$ cat config.mk
export PLATFORM = sky130hd
export DESIGN_NAME = mfm_lane
export DESIGN_NICKNAME = d
export VERILOG_FILES = /design/src/rtl/mfm_pkg.sv /design/src/rtl/mfm_lane.sv
export SDC_FILE = /design/constraint.sdc
export NUM_CORES = 1
export LEC_CHECK = 0
export ABC_CLOCK_PERIOD_IN_PS = 14850
export CORE_AREA = 2 2 74 104
export CTS_CLUSTER_DIAMETER = 100
export DETAILED_ROUTE_END_ITERATION = 10
export DIE_AREA = 0 0 76 106
export DONT_BUFFER_PORTS = 1
export PLACE_DENSITY = 0.79
export SYNTH_ARGS = -nofsm -noshare
export SYNTH_HDL_FRONTEND = slang
export SYNTH_SLANG_ARGS = --single-unit
export TNS_END_PERCENT = 30
$ cat constraint.sdc
create_clock -name clk -period 14.85 [get_ports clk]
set_input_delay 2.97 -clock clk [delete_from_list [all_inputs] [get_ports clk]]
set_output_delay 2.97 -clock clk [all_outputs]
set_load 0.02 [all_outputs]
$ cat src/rtl/mfm_pkg.sv
// Package with types, fault codes and constants for the motor fault monitor.
package mfm_pkg;

    localparam logic [2:0] CODE_NONE = 3'd0;
    localparam logic [2:0] CODE_OC   = 3'd1;
    localparam logic [2:0] CODE_OV   = 3'd2;
    localparam logic [2:0] CODE_UV   = 3'd3;
    localparam logic [2:0] CODE_SW   = 3'd4;
    localparam logic [2:0] CODE_WD   = 3'd5;

    localparam logic [2:0] REG_CURRENT_LIMIT = 3'd0;
    localparam logic [2:0] REG_OVERVOLT      = 3'd1;
    localparam logic [2:0] REG_UNDERVOLT     = 3'd2;
    localparam logic [2:0] REG_SW_TRIP       = 3'd3;
    localparam logic [2:0] REG_SW_WARN       = 3'd4;
    localparam logic [2:0] REG_WD_TRIP       = 3'd5;
    localparam logic [2:0] REG_WD_WARN       = 3'd6;
    localparam logic [2:0] REG_HYST          = 3'd7;

    localparam int SUM_W = 20;
    localparam int IN_W  = 88;
    localparam int OUT_W = 104;

    // Per-sensor temperature verdicts.
    typedef struct packed {
        logic hot;
        logic warm;
        logic hot_clear;
        logic warm_clear;
    } temp_flags_t;

endpackage

$ cat src/rtl/mfm_lane.sv
// One averaging lane: sliding window of samples and its registered sum.
module mfm_lane #(
    parameter int DEPTH  = 3,
    parameter int SMP_W  = 16,
    parameter int SLOT_W = 2
) (
    input  logic                               clk,
    input  logic                               rst_n,
    input  logic                               load,
    input  logic [SLOT_W-1:0]                  slot,
    input  logic signed [SMP_W-1:0]            sample,
    input  logic                               sample_signed,
    output logic signed [mfm_pkg::SUM_W-1:0]   win_sum
);
    import mfm_pkg::*;

    logic signed [SUM_W-1:0] win_reg [DEPTH];
    logic signed [SUM_W-1:0] ext;
    logic signed [SUM_W-1:0] sum_reg;
    logic signed [SUM_W-1:0] sum_next;

    assign ext = sample_signed ? SUM_W'(sample) : SUM_W'($unsigned(sample));

    always_comb
    begin
        sum_next = sum_reg - win_reg[slot] + ext;
    end

    always_ff @(posedge clk or negedge rst_n)
    begin
        if (!rst_n)
        begin
            for (int i = 0; i < DEPTH; i++)
            begin
                win_reg[i] <= '0;
            end
            sum_reg <= '0;
        end
        else if (load)
        begin
            win_reg[slot] <= ext;
            sum_reg       <= sum_next;
        end
    end

    assign win_sum = sum_next;
endmodule

==> Yosys cells after proc, flatten, opt, wreduce, memory -nomap -nowiden <==
Index checks and enable logic that the tools add are counted.
{ "word_totals": {"ff_bits": 80, "in_bits": 22, "output_inout_bits": 20, "elab_cells": 17} }
{ "classes": {"add_sub_neg": 2, "magnitude_cmp": 2, "mux": 7, "bitwise_logic": 1, "n_reduce_logical": 1} }
{ "ops": {"columns": ["cell", "count"], "rows": [
  ["two-way mux 20 bit", 4],
  ["bitwise mux 60 bit", 1],
  ["binary-select mux 20 bit (select 2 bit)", 1],
  ["demux 20 bit (select 2 bit)", 1],
  ["adder 20 bit", 1],
  ["subtractor 20 bit", 1],
  ["greater-or-equal comparator 3 bit, second input constant", 1],
  ["less-than comparator 3 x 1 -> 1 bit, second input constant", 1],
  ["inverter 2 -> 3 bit", 1],
  ["logical AND 1 bit", 1]
]} }

==> Longest topological paths before layout <==
Gate-level depths: netlist of the first run.
{ "logic_depth": {"word_depth": 6, "mapped_depth": 17} }

==> Worst setup path before layout of the first run <==
Ideal clock, no wire load.
{ "synth_path": {"kind": "input-to-output", "start": "input slot[1]", "end": "output win_sum[19] in the netlist's numbering", "arrival_time_ns": 6.321, "required_ns": 11.880, "slack_ns": 5.559, "cell_stages": 13, "n_path_buf": 2, "cell_sequence": "buf_2 -> buf_1 -> mux2i_1 -> o21ai_0 -> fa_1 -> inv_1 -> ha_1 -> a21o_1 -> a311oi_2 -> o31a_1 -> o31ai_4 -> xnor2_1 -> xnor2_1"} }
{ "synth_between": {"elab_chain_cells": 6} }
{ "synth_lines": {"columns": ["item", "line_no", "rtl"], "rows": [
  ["start: declaration", "mfm_lane.sv:10", "input logic [SLOT_W-1:0] slot,"],
  ["inverter 2 -> 3 bit (not written as such)", "mfm_lane.sv:26", "sum_next = sum_reg - win_reg[slot] + ext;"],
  ["binary-select mux 20 bit (select 2 bit)", "mfm_lane.sv:26", null],
  ["two-way mux 20 bit (not written as such) (2 in a row)", "mfm_lane.sv:26", null],
  ["subtractor 20 bit", "mfm_lane.sv:26", null],
  ["adder 20 bit", "mfm_lane.sv:26", null],
  ["end: declaration", "mfm_lane.sv:13", "output logic signed [mfm_pkg::SUM_W-1:0] win_sum"]
]} }
No other way between the ends. The select of a mux whose other input is x is not followed.

==> Worst setup path in the final report of the first run <==
{ "layout_path": {"start": "input slot[0]", "end": "output win_sum[18] in the netlist's numbering"} }
Same word-level chain as after synthesis.

==> qor.yml, run 1 <==
sta:
  setup_tns_ns: 0
  drv_slew: 0
  setup_slack_ns: 5.20
  maxSlewHeadroom_pct: 21.4
  hold_viol: 0
  rsz0062_at_grt: "no"
  skew_ns: 0.00939
  setup_viol: 0
  max_clock_freq_ghz: 0.104
  fin_hold_ws_ns: 0.485
  tightestPinTransition_ns: 1.18
  period_share_pct: 65.0
  fin_crit_ns: 9.65
critical_path:
  critPathTopFamily: "simple AND/OR/NAND/NOR gates"
  critPathKind: "input pin to output pin"
  startpoint: "slot[0]"
  worst-endpoint-required_ns: 11.88
  ff2ff_path_depth: 14
  reg2reg_from: "win_reg[40]"
  cpPeakStageDelay_ns: 0.89
  endpoint_kind: "output pin"
  crit_chain: "nor2b_1 -> nand2_1 -> o21ai_0 -> fa_1 -> fa_1 -> nor2b_1 -> o2111ai_1 -> a21oi_1 -> o21ai_1 -> a41oi_1 -> xor2_1"
  worstPathMaxFanout: 20
  critPathSlowestCell: "nor2b_1"
  rrSetupSlack_ns: 11.27
  critPathArrivalTime_ns: 6.68
  timing.critical_path.buf_inv: 0
  crit_path_start_kind: "input pin"
  reg2reg_to: "sum_reg[18]"
global_route:
  gr-total-overflow: 0
  grt_pass1_vias: 3546
  grt_pass1_wl_um: 16500
  antenna_found_initial: 0
  grt_max_degree: 72
  met1_usage_pct: 27.7
  grt_usage_pct: 26.2
  top_usage_layer: "met2"
  grtUsageMet3_pct: 5.77
  grt_use_met2_pct: 49.1
clock_tree:
  cts-root-buf: "clkbuf_8"
  ctsLongestPathBuffers: 2
  clk_latency_ns: 0.36
  cts_resized: 0
  h-tree-depth: 3
  cts_tree: "built"
  numCtsBuffers: 9
  clk_pin_slew_ns: 0.09
  post_cts_buffers: 0
  cts_sinks: 71
  hold_buffers: 0
floorplan:
  row_count: 37
  dieArea_um2: 8060
  initial_core_util_pct: 63.1
  fp.dieW_um: 76
  coreArea_um2: 7180
  die_h_um: 106
  pin_count: 42
detailed_routing:
  drt_iter0_markers: 259
  wire_per_inst_um: 16.2
  ant_nets: 0
  vias_per_cell: 5.57
  drtPass1Iterations: 4
  num_vias: 3220
  drt_wl_total_um: 9380
  route.detailed.drc: 0
place:
  port_buffers: 0
  place_hpwl_um: 7170
  gp_congestion: 0.878
  place_worst_setup_slack_ns: 5.21
  place_area_um2: 4580
synthesis:
  synthFlopType: "dfrtp_1"
  synthCells: 482
  synth_common_cells: "inv_1, nand2_1, dfrtp_1, o21ai_0, mux2_2"
  synth_area_um2: 4530
  synth_warnings: 0
  yosysSeqAreaShare_pct: 39.3
  async_flop_share_pct: 100
  ys_ff_latch: 71
  ys_types: 45
  avgSynthCellArea_um2: 9.39
  synth.most_common_cell: "inv_1"
  syn-num-nets: 544
  yosys-top-cells-area: "dfrtp_1, fa_1, o21ai_0"
  synth_top_area_share_pct: 39.3
  yosysTopAreaCell: "dfrtp_1"
  synth_edf_count: 0
run:
  max-cap-violations: 0
final_layout:
  antennaDiodeCount: 0
  finalNetCount: 538
  final_area_um2: 4750
  syn_to_final_growth_pct: 5.06
  largest_register_ffs: 51
  drive_above_1_share_pct: 10.6
  nFillCells: 571
outcome:
  status: "finished, final reports clean"
hold_path:
  hp-class: "flop to flop"
  whs_path_depth: 2
  worstHoldStart: "win_reg[4]"
  min_to: "win_reg[4]"
[layout by cell type, fill, tap and decap left out, types with 2 or more instances in the layout]
| cell type | count |
|---|---|
| a21o_1 | 6 |
| a21oi_1 | 16 |
| a21oi_2 | 2 |
| and3_1 | 2 |
| clkbuf_8 | 9 |
| clkinvlp_4 | 2 |
| dfrtp_1 | 71 |
| fa_1 | 19 |
| ha_1 | 21 |
| inv_1 | 78 |
| inv_6 | 3 |
| mux2_2 | 25 |
| mux2i_1 | 19 |
| nand2_1 | 77 |
| nand3_1 | 2 |
| nand4_1 | 2 |
| nor2_1 | 7 |
| nor2b_1 | 4 |
| nor3_1 | 3 |
| o21a_1 | 3 |
| o21ai_0 | 62 |
| o21ai_1 | 3 |
| o31ai_1 | 2 |
| or3_1 | 2 |
| xnor2_1 | 11 |
| xor2_1 | 9 |
[worst max path at each step]
stage | end | depth (start not counted)
3_5_place_dp | win_sum[18] | 11
5_1_grt | win_sum[19] | 12
4_1_cts | win_sum[18] | 11
2_1_floorplan | win_sum[19] | 13
6_report | win_sum[18] | 11
3_3_place_gp | win_sum[18] | 11
[worst reg2reg max path: stages (launching register included)]
cell       delay (ns)
dfrtp_1          0.35
mux2i_1          0.09
o21ai_0          0.34
ha_1             0.31
inv_1            0.06
ha_1             0.15
inv_1            0.05
fa_1             0.39
nor2b_1          0.20
o2111ai_1        0.15
a21oi_1          0.27
o21ai_1          0.18
a41oi_1          0.28
xor2_1           0.46
mux2_2           0.25
[per-layer routing]
metal / routed length (µm) / vias to the layer above
li1: - / 1564
met1: 3480 / 1557
met5: 0 / -
met2: 5130 / 70
met4: 375 / 0
met3: 388 / 29
[final cells by class]
type                    count  area (µm²)  area share (%)
multi-input cells         315        2380            50.0
well taps                  97         121            2.55
inverters                  78         293            6.16
clock buffers               9         124            2.61
flip-flops and latches     71        1780            37.4
repair buffers              1        7.51           0.158
clock inverters             7        55.1            1.16
[stage by stage]
step | std cells | utilization, %
floorplan | 482 | -
global placement | 562 | 63.8
detailed placement | 562 | 63.8
CTS | 578 | 66.3
global route | 578 | 66.3
finish | 578 | 66.3
[cells by family after synthesis]
| family | after synthesis | share of synthesized area [%] |
|---|---|---|
| simple gates | 103 | 9.57 |
| xor+xnor | 20 | 3.87 |
| buf+inv | 96 | 8.21 |
| flops | 71 | 39.3 |
| compound gates | 108 | 14.5 |
| fa+ha+maj | 40 | 14.2 |
| mux | 44 | 10.4 |
Power of run 1 is left out: the tool's default activity adds up to more than one toggle a clock period on the data nets, which glitch-free logic cannot reach.
==> run 2, diff against run 1 <==
==> config.mk (replaced) <==
export PLATFORM = sky130hd
export DESIGN_NAME = mfm_lane
export DESIGN_NICKNAME = d
export VERILOG_FILES = /design/src/rtl/mfm_pkg.sv /design/src/rtl/mfm_lane.sv
export SDC_FILE = /design/constraint.sdc
export NUM_CORES = 1
export LEC_CHECK = 0
export ABC_AREA = 1
export ABC_CLOCK_PERIOD_IN_PS = 8250
export CORE_AREA = 2 2 80 113
export CTS_CLUSTER_DIAMETER = 100
export DETAILED_ROUTE_END_ITERATION = 10
export DIE_AREA = 0 0 82 115
export DONT_BUFFER_PORTS = 1
export PLACE_DENSITY = 0.75
export SYNTH_ARGS = -nofsm -noshare
export SYNTH_HDL_FRONTEND = slang
export SYNTH_SLANG_ARGS = --single-unit
export TNS_END_PERCENT = 30
==> constraint.sdc (replaced) <==
create_clock -name clk -period 8.25 [get_ports clk]
set_input_delay 1.65 -clock clk [delete_from_list [all_inputs] [get_ports clk]]
set_output_delay 1.65 -clock clk [all_outputs]
set_load 0.02 [all_outputs]
==> run 2 against run 1 <==
  * Clock-buffer cell count grew 2
  * Synthesized cell count increased by 34%
  * Setup slack got worse by 2.9 ns
  * Highest routed layer unchanged
==> qor.yml, run 2 <==
outcome:
  status: "finished, final reports clean"
synthesis:
  synth_area_um2: 4790  # +5.8%
  synthCells: 646  # +34%
  synthAdderAreaFrac_pct: 13.4  # -0.78 points
  syn-num-nets: 708  # +30%
  async_flop_share_pct: 100  # unchanged
  synth_common_cells: "nand2_1, inv_1, dfrtp_1, o21ai_0, nand3_1"
  yosysTopAreaCell: "dfrtp_1"
  synth-simple-area-share_pct: 28.2  # +19 points
  synth_top_family_by_area: "simple AND/OR/NAND/NOR gates"
  ys_ff_latch: 71  # unchanged
  yosysSeqAreaShare_pct: 37.1  # -2.2 points
  synth_edf_count: 0  # unchanged
  avgSynthCellArea_um2: 7.41  # -21%
  synth_mux_area_share_pct: 0  # -10 points
  synth_warnings: 0  # unchanged
  synth-xor-area-share_pct: 1.62  # -2.3 points
  synth.most_common_cell: "nand2_1"
  synth_top_area_share_pct: 37.1  # -2.2 points
  ys_types: 27  # -40%
  yosys-top-cells-area: "dfrtp_1, nand2_1, inv_1"
  synthFlopType: "dfrtp_1"
  synth_compound_area_share_pct: 9.01  # -5.4 points
final_layout:
  syn_to_final_growth_pct: 7.89
  layout_common_cells: "nand2_1, inv_1, dfrtp_1, o21ai_0, nand3_1"
  drive_above_1_share_pct: 5.42  # -5.2 points
  final_common_cell: "nand2_1"
  largest_register_ffs: 51  # unchanged
  finalNetCount: 703  # +31%
  antennaDiodeCount: 0  # unchanged
sta:
  rsz0062_at_grt: "no"
  skew_ns: 0.00697  # -0.00242 ns
  setup_viol: 0  # unchanged
  drv_slew: 0  # unchanged
  maxSlewHeadroom_pct: 26.2  # +4.8 points
  hold_viol: 0  # unchanged
  setup_tns_ns: 0  # unchanged
  fin_crit_ns: 5.94
  max_clock_freq_ghz: 0.168
  period_share_pct: 72.0
  tightestPinTransition_ns: 1.10  # -0.0717 ns
global_route:
  met1_usage_pct: 28.5  # +0.79 points
  grt_max_degree: 72  # unchanged
  grt_usage_pct: 26.7  # +0.43 points
  grt_pass1_wl_um: 19000  # +15%
  antenna_found_initial: 0  # unchanged
  gr-total-overflow: 0  # unchanged
  grt_pass1_vias: 4184  # +18%
  grt_use_met2_pct: 46.7  # -2.4 points
  grtUsageMet3_pct: 6.12  # +0.35 points
  top_usage_layer: "met2"
floorplan:
  initial_core_util_pct: 57.0  # -6.1 points
  fp.dieW_um: 82  # +7.9%
  pin_count: 42  # unchanged
  row_count: 40  # +8.1%
  dieArea_um2: 9430  # +17%
  die_h_um: 115  # +8.5%
  coreArea_um2: 8410  # +17%
detailed_routing:
  wire_per_inst_um: 15.0  # -7.8%
  drtPass1Iterations: 5  # +1
  drt_iter0_markers: 231  # -11%
  drt_wl_total_um: 11200  # +20%
  route.detailed.drc: 0  # unchanged
  num_vias: 4037  # +25%
  vias_per_cell: 5.38  # -3.5%
  ant_nets: 0  # unchanged
critical_path:
  critPathArrivalTime_ns: 4.29  # -2.39 ns
  ff2ff_path_depth: 12  # -2
  worstPathMaxFanout: 18  # -10%
  reg2reg_to: "sum_reg[6]"
  critPathKind: "input pin to output pin"
  crit_path_start_kind: "input pin"
  endpoint_kind: "output pin"
  worst-endpoint-required_ns: 6.60  # -5.28 ns
  reg2reg_from: "win_reg[41]"
  startpoint: "slot[1]"
  rrSetupSlack_ns: 5.44  # -5.83 ns
clock_tree:
  post_cts_buffers: 0  # unchanged
  cts-root-buf: "clkbuf_16"
  numCtsBuffers: 9  # unchanged
  clk_pin_slew_ns: 0.05  # -0.04 ns
  cts_sinks: 71  # unchanged
  ctsLongestPathBuffers: 2  # unchanged
  cts_resized: 0  # unchanged
  clk_latency_ns: 0.34  # -0.02 ns
  h-tree-depth: 3  # unchanged
  hold_buffers: 0  # unchanged
  cts_tree: "built"
place:
  place_hpwl_um: 8260  # +15%
  gp_congestion: 0.925  # +5.4%
  port_buffers: 0  # unchanged
run:
  max-cap-violations: 0  # unchanged
hold_path:
  min_to: "sum_reg[16]"
  worstHoldStart: "sum_reg[16]"
  whs_path_depth: 2  # unchanged
  hp-class: "flop to flop"
-- run 2: through the flow --
stage / hold WS (ns) / cell area, µm² / util [%] / setup slack (ns) / cells
after floorplan: 0.449 / 4790 / - / 2.65 / 646
after global placement: 0.466 / 4850 / 57.7 / 2.41 / 735
after detailed placement: 0.465 / 4850 / 57.7 / 2.39 / 735
after CTS: 0.481 / 5170 / 61.5 / 2.34 / 751
after global routing: 0.500 / 5170 / 61.5 / 2.08 / 751
final: 0.475 / 5170 / 61.5 / 2.31 / 751
-- run 2: worst max path at each step --
| stage | end | slack [ns] | cells past startpoint |
|---|---|---|---|
| finish | win_sum[16] | 2.31 | 14 |
| global route | win_sum[19] | 2.08 | 14 |
| CTS | win_sum[16] | 2.34 | 14 |
| detailed placement | win_sum[16] | 2.39 | 17 |
| global placement | win_sum[18] | 2.41 | 14 |
| floorplan | win_sum[16] | 2.65 | 14 |
-- run 2: cell families (layout without fill, tap and decap cells) --
logic type,Yosys count,after routing
xor+xnor,8,8
simple gates,310,310
buf+inv,134,134
fa+ha+maj,40,40
flops,71,71
compound gates,83,83
-- run 2: final cells by class --
| class | instances | area, µm² |
|---|---|---|
| fillers | 760 | 3240 |
| multi-input cells | 441 | 2500 |
| flip-flops and latches | 71 | 1780 |
| well taps | 105 | 131 |
| clock buffers | 11 | 233 |
| clock inverters | 5 | 81.3 |
| inverters | 118 | 443 |
-- run 2: layer usage --
| layer | vias up | wire length [µm] |
|---|---|---|
| met5 | - | 0 |
| met4 | 0 | 537 |
| met3 | 48 | 643 |
| met2 | 127 | 5730 |
| met1 | 1891 | 4320 |
| li1 | 1971 | - |
-- run 2: worst max-delay path: stages --
cell and delay (ns):
inv_1 0.05, nor2_4 0.39, nand2_1 0.11, nand3_1 0.13, fa_1 0.47, fa_1 0.49, inv_1 0.10, nand3_1 0.08
nand2_2 0.10, nand3_1 0.07, nand2_1 0.14, nand2_1 0.09, nand3b_1 0.12, and2_1 0.27
Power of run 2 is left out for the same reason.
==> run 3, diff against run 2 <==
--- a/config.mk
+++ b/config.mk
@@ -6,13 +6,13 @@
 export NUM_CORES = 1
 export LEC_CHECK = 0
 export ABC_AREA = 1
-export ABC_CLOCK_PERIOD_IN_PS = 8250
-export CORE_AREA = 2 2 80 113
+export ABC_CLOCK_PERIOD_IN_PS = 5700
+export CORE_AREA = 2 2 77 108
 export CTS_CLUSTER_DIAMETER = 100
 export DETAILED_ROUTE_END_ITERATION = 10
-export DIE_AREA = 0 0 82 115
+export DIE_AREA = 0 0 79 110
 export DONT_BUFFER_PORTS = 1
-export PLACE_DENSITY = 0.75
+export PLACE_DENSITY = 0.78
 export SYNTH_ARGS = -nofsm -noshare
 export SYNTH_HDL_FRONTEND = slang
 export SYNTH_SLANG_ARGS = --single-unit
==> constraint.sdc (replaced) <==
create_clock -name clk -period 5.7 [get_ports clk]
set_input_delay 1.14 -clock clk [delete_from_list [all_inputs] [get_ports clk]]
set_output_delay 1.14 -clock clk [all_outputs]
set_load 0.02 [all_outputs]
==> run 3 against run 2 <==
  * Sequential share of layout area rose by 0.69 points
  * Setup slack got worse by 1.6 ns
  * First-iteration DRC count decreased by 1.7%
  * Global-route usage rose by 1.4 points
  * Core utilization rose by 4.3 points
  * Flip-flop and latch count is the same
  * Wire length decreased by 1.9%
  * Design area decreased by 2.0%
  * Clock-buffer cell count down 1
  * Clock skew increased by 0.0075 ns
  * Largest cell class unchanged
  * Highest routed layer unchanged
==> qor.yml, run 3 (synthesis results as in run 2) <==
place:
  port_buffers: 0  # unchanged
  place_hpwl_um: 8040  # -2.6%
  gp_congestion: 0.913  # -1.3%
sta:
  drv_slew: 0  # unchanged
  skew_ns: 0.0144  # +0.00747 ns
  max_clock_freq_ghz: 0.202
  maxSlewHeadroom_pct: 24.8  # -1.4 points
  setup_viol: 0  # unchanged
  period_share_pct: 86.9
  tightestPinTransition_ns: 1.13  # +0.0213 ns
  fin_crit_ns: 4.95
  hold_viol: 0  # unchanged
  rsz0062_at_grt: "no"
  setup_tns_ns: 0  # unchanged
critical_path:
  timing.critical_path.buf_inv: 4  # +2
  cpMostUsedCell: "nand2_1"
  critPathArrivalTime_ns: 3.81  # -0.48 ns
  critPathTopFamily: "adder cells"
  critPathKind: "input pin to output pin"
  endpoint_kind: "output pin"
  worst-endpoint-required_ns: 4.56  # -2.04 ns
  worstPathMaxFanout: 18  # unchanged
  crit_path_start_kind: "input pin"
  cpPeakStageDelay_ns: 0.51  # +0.02 ns
  crit_chain: "inv_1 -> nand2_1 -> inv_2 -> a221oi_1 -> inv_1 -> fa_1 -> inv_1 -> ha_1 -> nand2_1 -> nand2_1 -> o21bai_1 -> a21oi_1 -> nand2_1 -> nand2_1 -> and2_1"
  critPathSlowestCell: "fa_1"
final_layout:
  largest_register_ffs: 51  # unchanged
  drive_above_1_share_pct: 5.58  # +0.16 points
  syn_to_final_growth_pct: 5.77
  antennaDiodeCount: 0  # unchanged
  finalNetCount: 703  # unchanged
  layout_common_cells: "nand2_1, inv_1, dfrtp_1, o21ai_0, nand3_1"
  final_common_cell: "nand2_1"
global_route:
  grt_pass1_wl_um: 18500  # -2.5%
  gr-total-overflow: 0  # unchanged
  grt_usage_pct: 28.1  # +1.4 points
  grt_pass1_vias: 3997  # -4.5%
  antenna_found_initial: 0  # unchanged
  grt_max_degree: 72  # unchanged
detailed_routing:
  vias_per_cell: 5.33  # -0.84%
  wire_per_inst_um: 14.8  # -1.1%
  num_vias: 3971  # -1.6%
  drt_iter0_markers: 227  # -1.7%
  route.detailed.drc: 0  # unchanged
  ant_nets: 0  # unchanged
  drtPass1Iterations: 6  # +1
  drt_wl_total_um: 11000  # -1.9%
floorplan:
  die_h_um: 110  # -4.3%
  coreArea_um2: 7700  # -8.4%
  initial_core_util_pct: 62.2  # +5.2 points
  pin_count: 42  # unchanged
  fp.dieW_um: 79  # -3.7%
  dieArea_um2: 8690  # -7.8%
  row_count: 38  # -5.0%
clock_tree:
  cts-root-buf: "clkbuf_8"
  h-tree-depth: 3  # unchanged
  hold_buffers: 0  # unchanged
  cts_sinks: 71  # unchanged
  clk_pin_slew_ns: 0.07  # +0.02 ns
  post_cts_buffers: 0  # unchanged
  numCtsBuffers: 9  # unchanged
  cts_resized: 0  # unchanged
  ctsLongestPathBuffers: 2  # unchanged
  clk_latency_ns: 0.37  # +0.03 ns
  cts_tree: "built"
hold_path:
  hp-class: "input pin to async pin"
outcome:
  status: "finished, final reports clean"
run:
  max-cap-violations: 0  # unchanged
run 3: changes by cell type in the layout (fill, tap and decap cells not counted):
| cell | change |
|---|---|
| clkbuf_8 | +10 |
| clkbuf_16 | -9 |
| clkbuf_1 | -2 |
run 3: final timing paths:
kind / cells after the start / from / slack [ns] / to
max: 15 / slot[1] / 0.75 / win_sum[17]
min: 0 / rst_n / 0.46 / win_reg[5]
max reg2reg: 14 / win_reg[43] / 2.85 / sum_reg[6]
min reg2reg: 2 / sum_reg[18] / 0.48 / sum_reg[18]
max in group asynchronous: 0 / rst_n / 5.11 / sum_reg[17]
min in group clk: 2 / sum_reg[18] / 0.48 / sum_reg[18]
run 3: cell type report:
class | instances | area, µm²
sequential | 71 | 1780
fill | 685 | 2640
inverter | 118 | 443
multi-input combinational | 441 | 2500
clock inverter | 5 | 81.3
tap | 100 | 125
clock buffer | 10 | 138
run 3: routing by layer:
metal	vias to the layer above	share of wire [%]	global-route usage [%]
li1	1970	-	-
met1	1853	40	31.2
met2	112	52	50.0
met3	36	4.4	5.05
met4	0	4.3	16.7
met5	-	0	0
run 3: metrics by stage:
step / utilization (%) / setup slack [ns] / std cells / hold slack (ns) / area, µm²
floorplan: - / 1.12 / 646 / 0.449 / 4790
global placement: 62.9 / 0.837 / 730 / 0.462 / 4850
detailed placement: 62.9 / 0.745 / 730 / 0.466 / 4850
CTS: 65.8 / 0.753 / 745 / 0.444 / 5070
global route: 65.8 / 0.534 / 745 / 0.450 / 5070
finish: 65.8 / 0.746 / 745 / 0.460 / 5070
Power of run 3 is left out for the same reason.
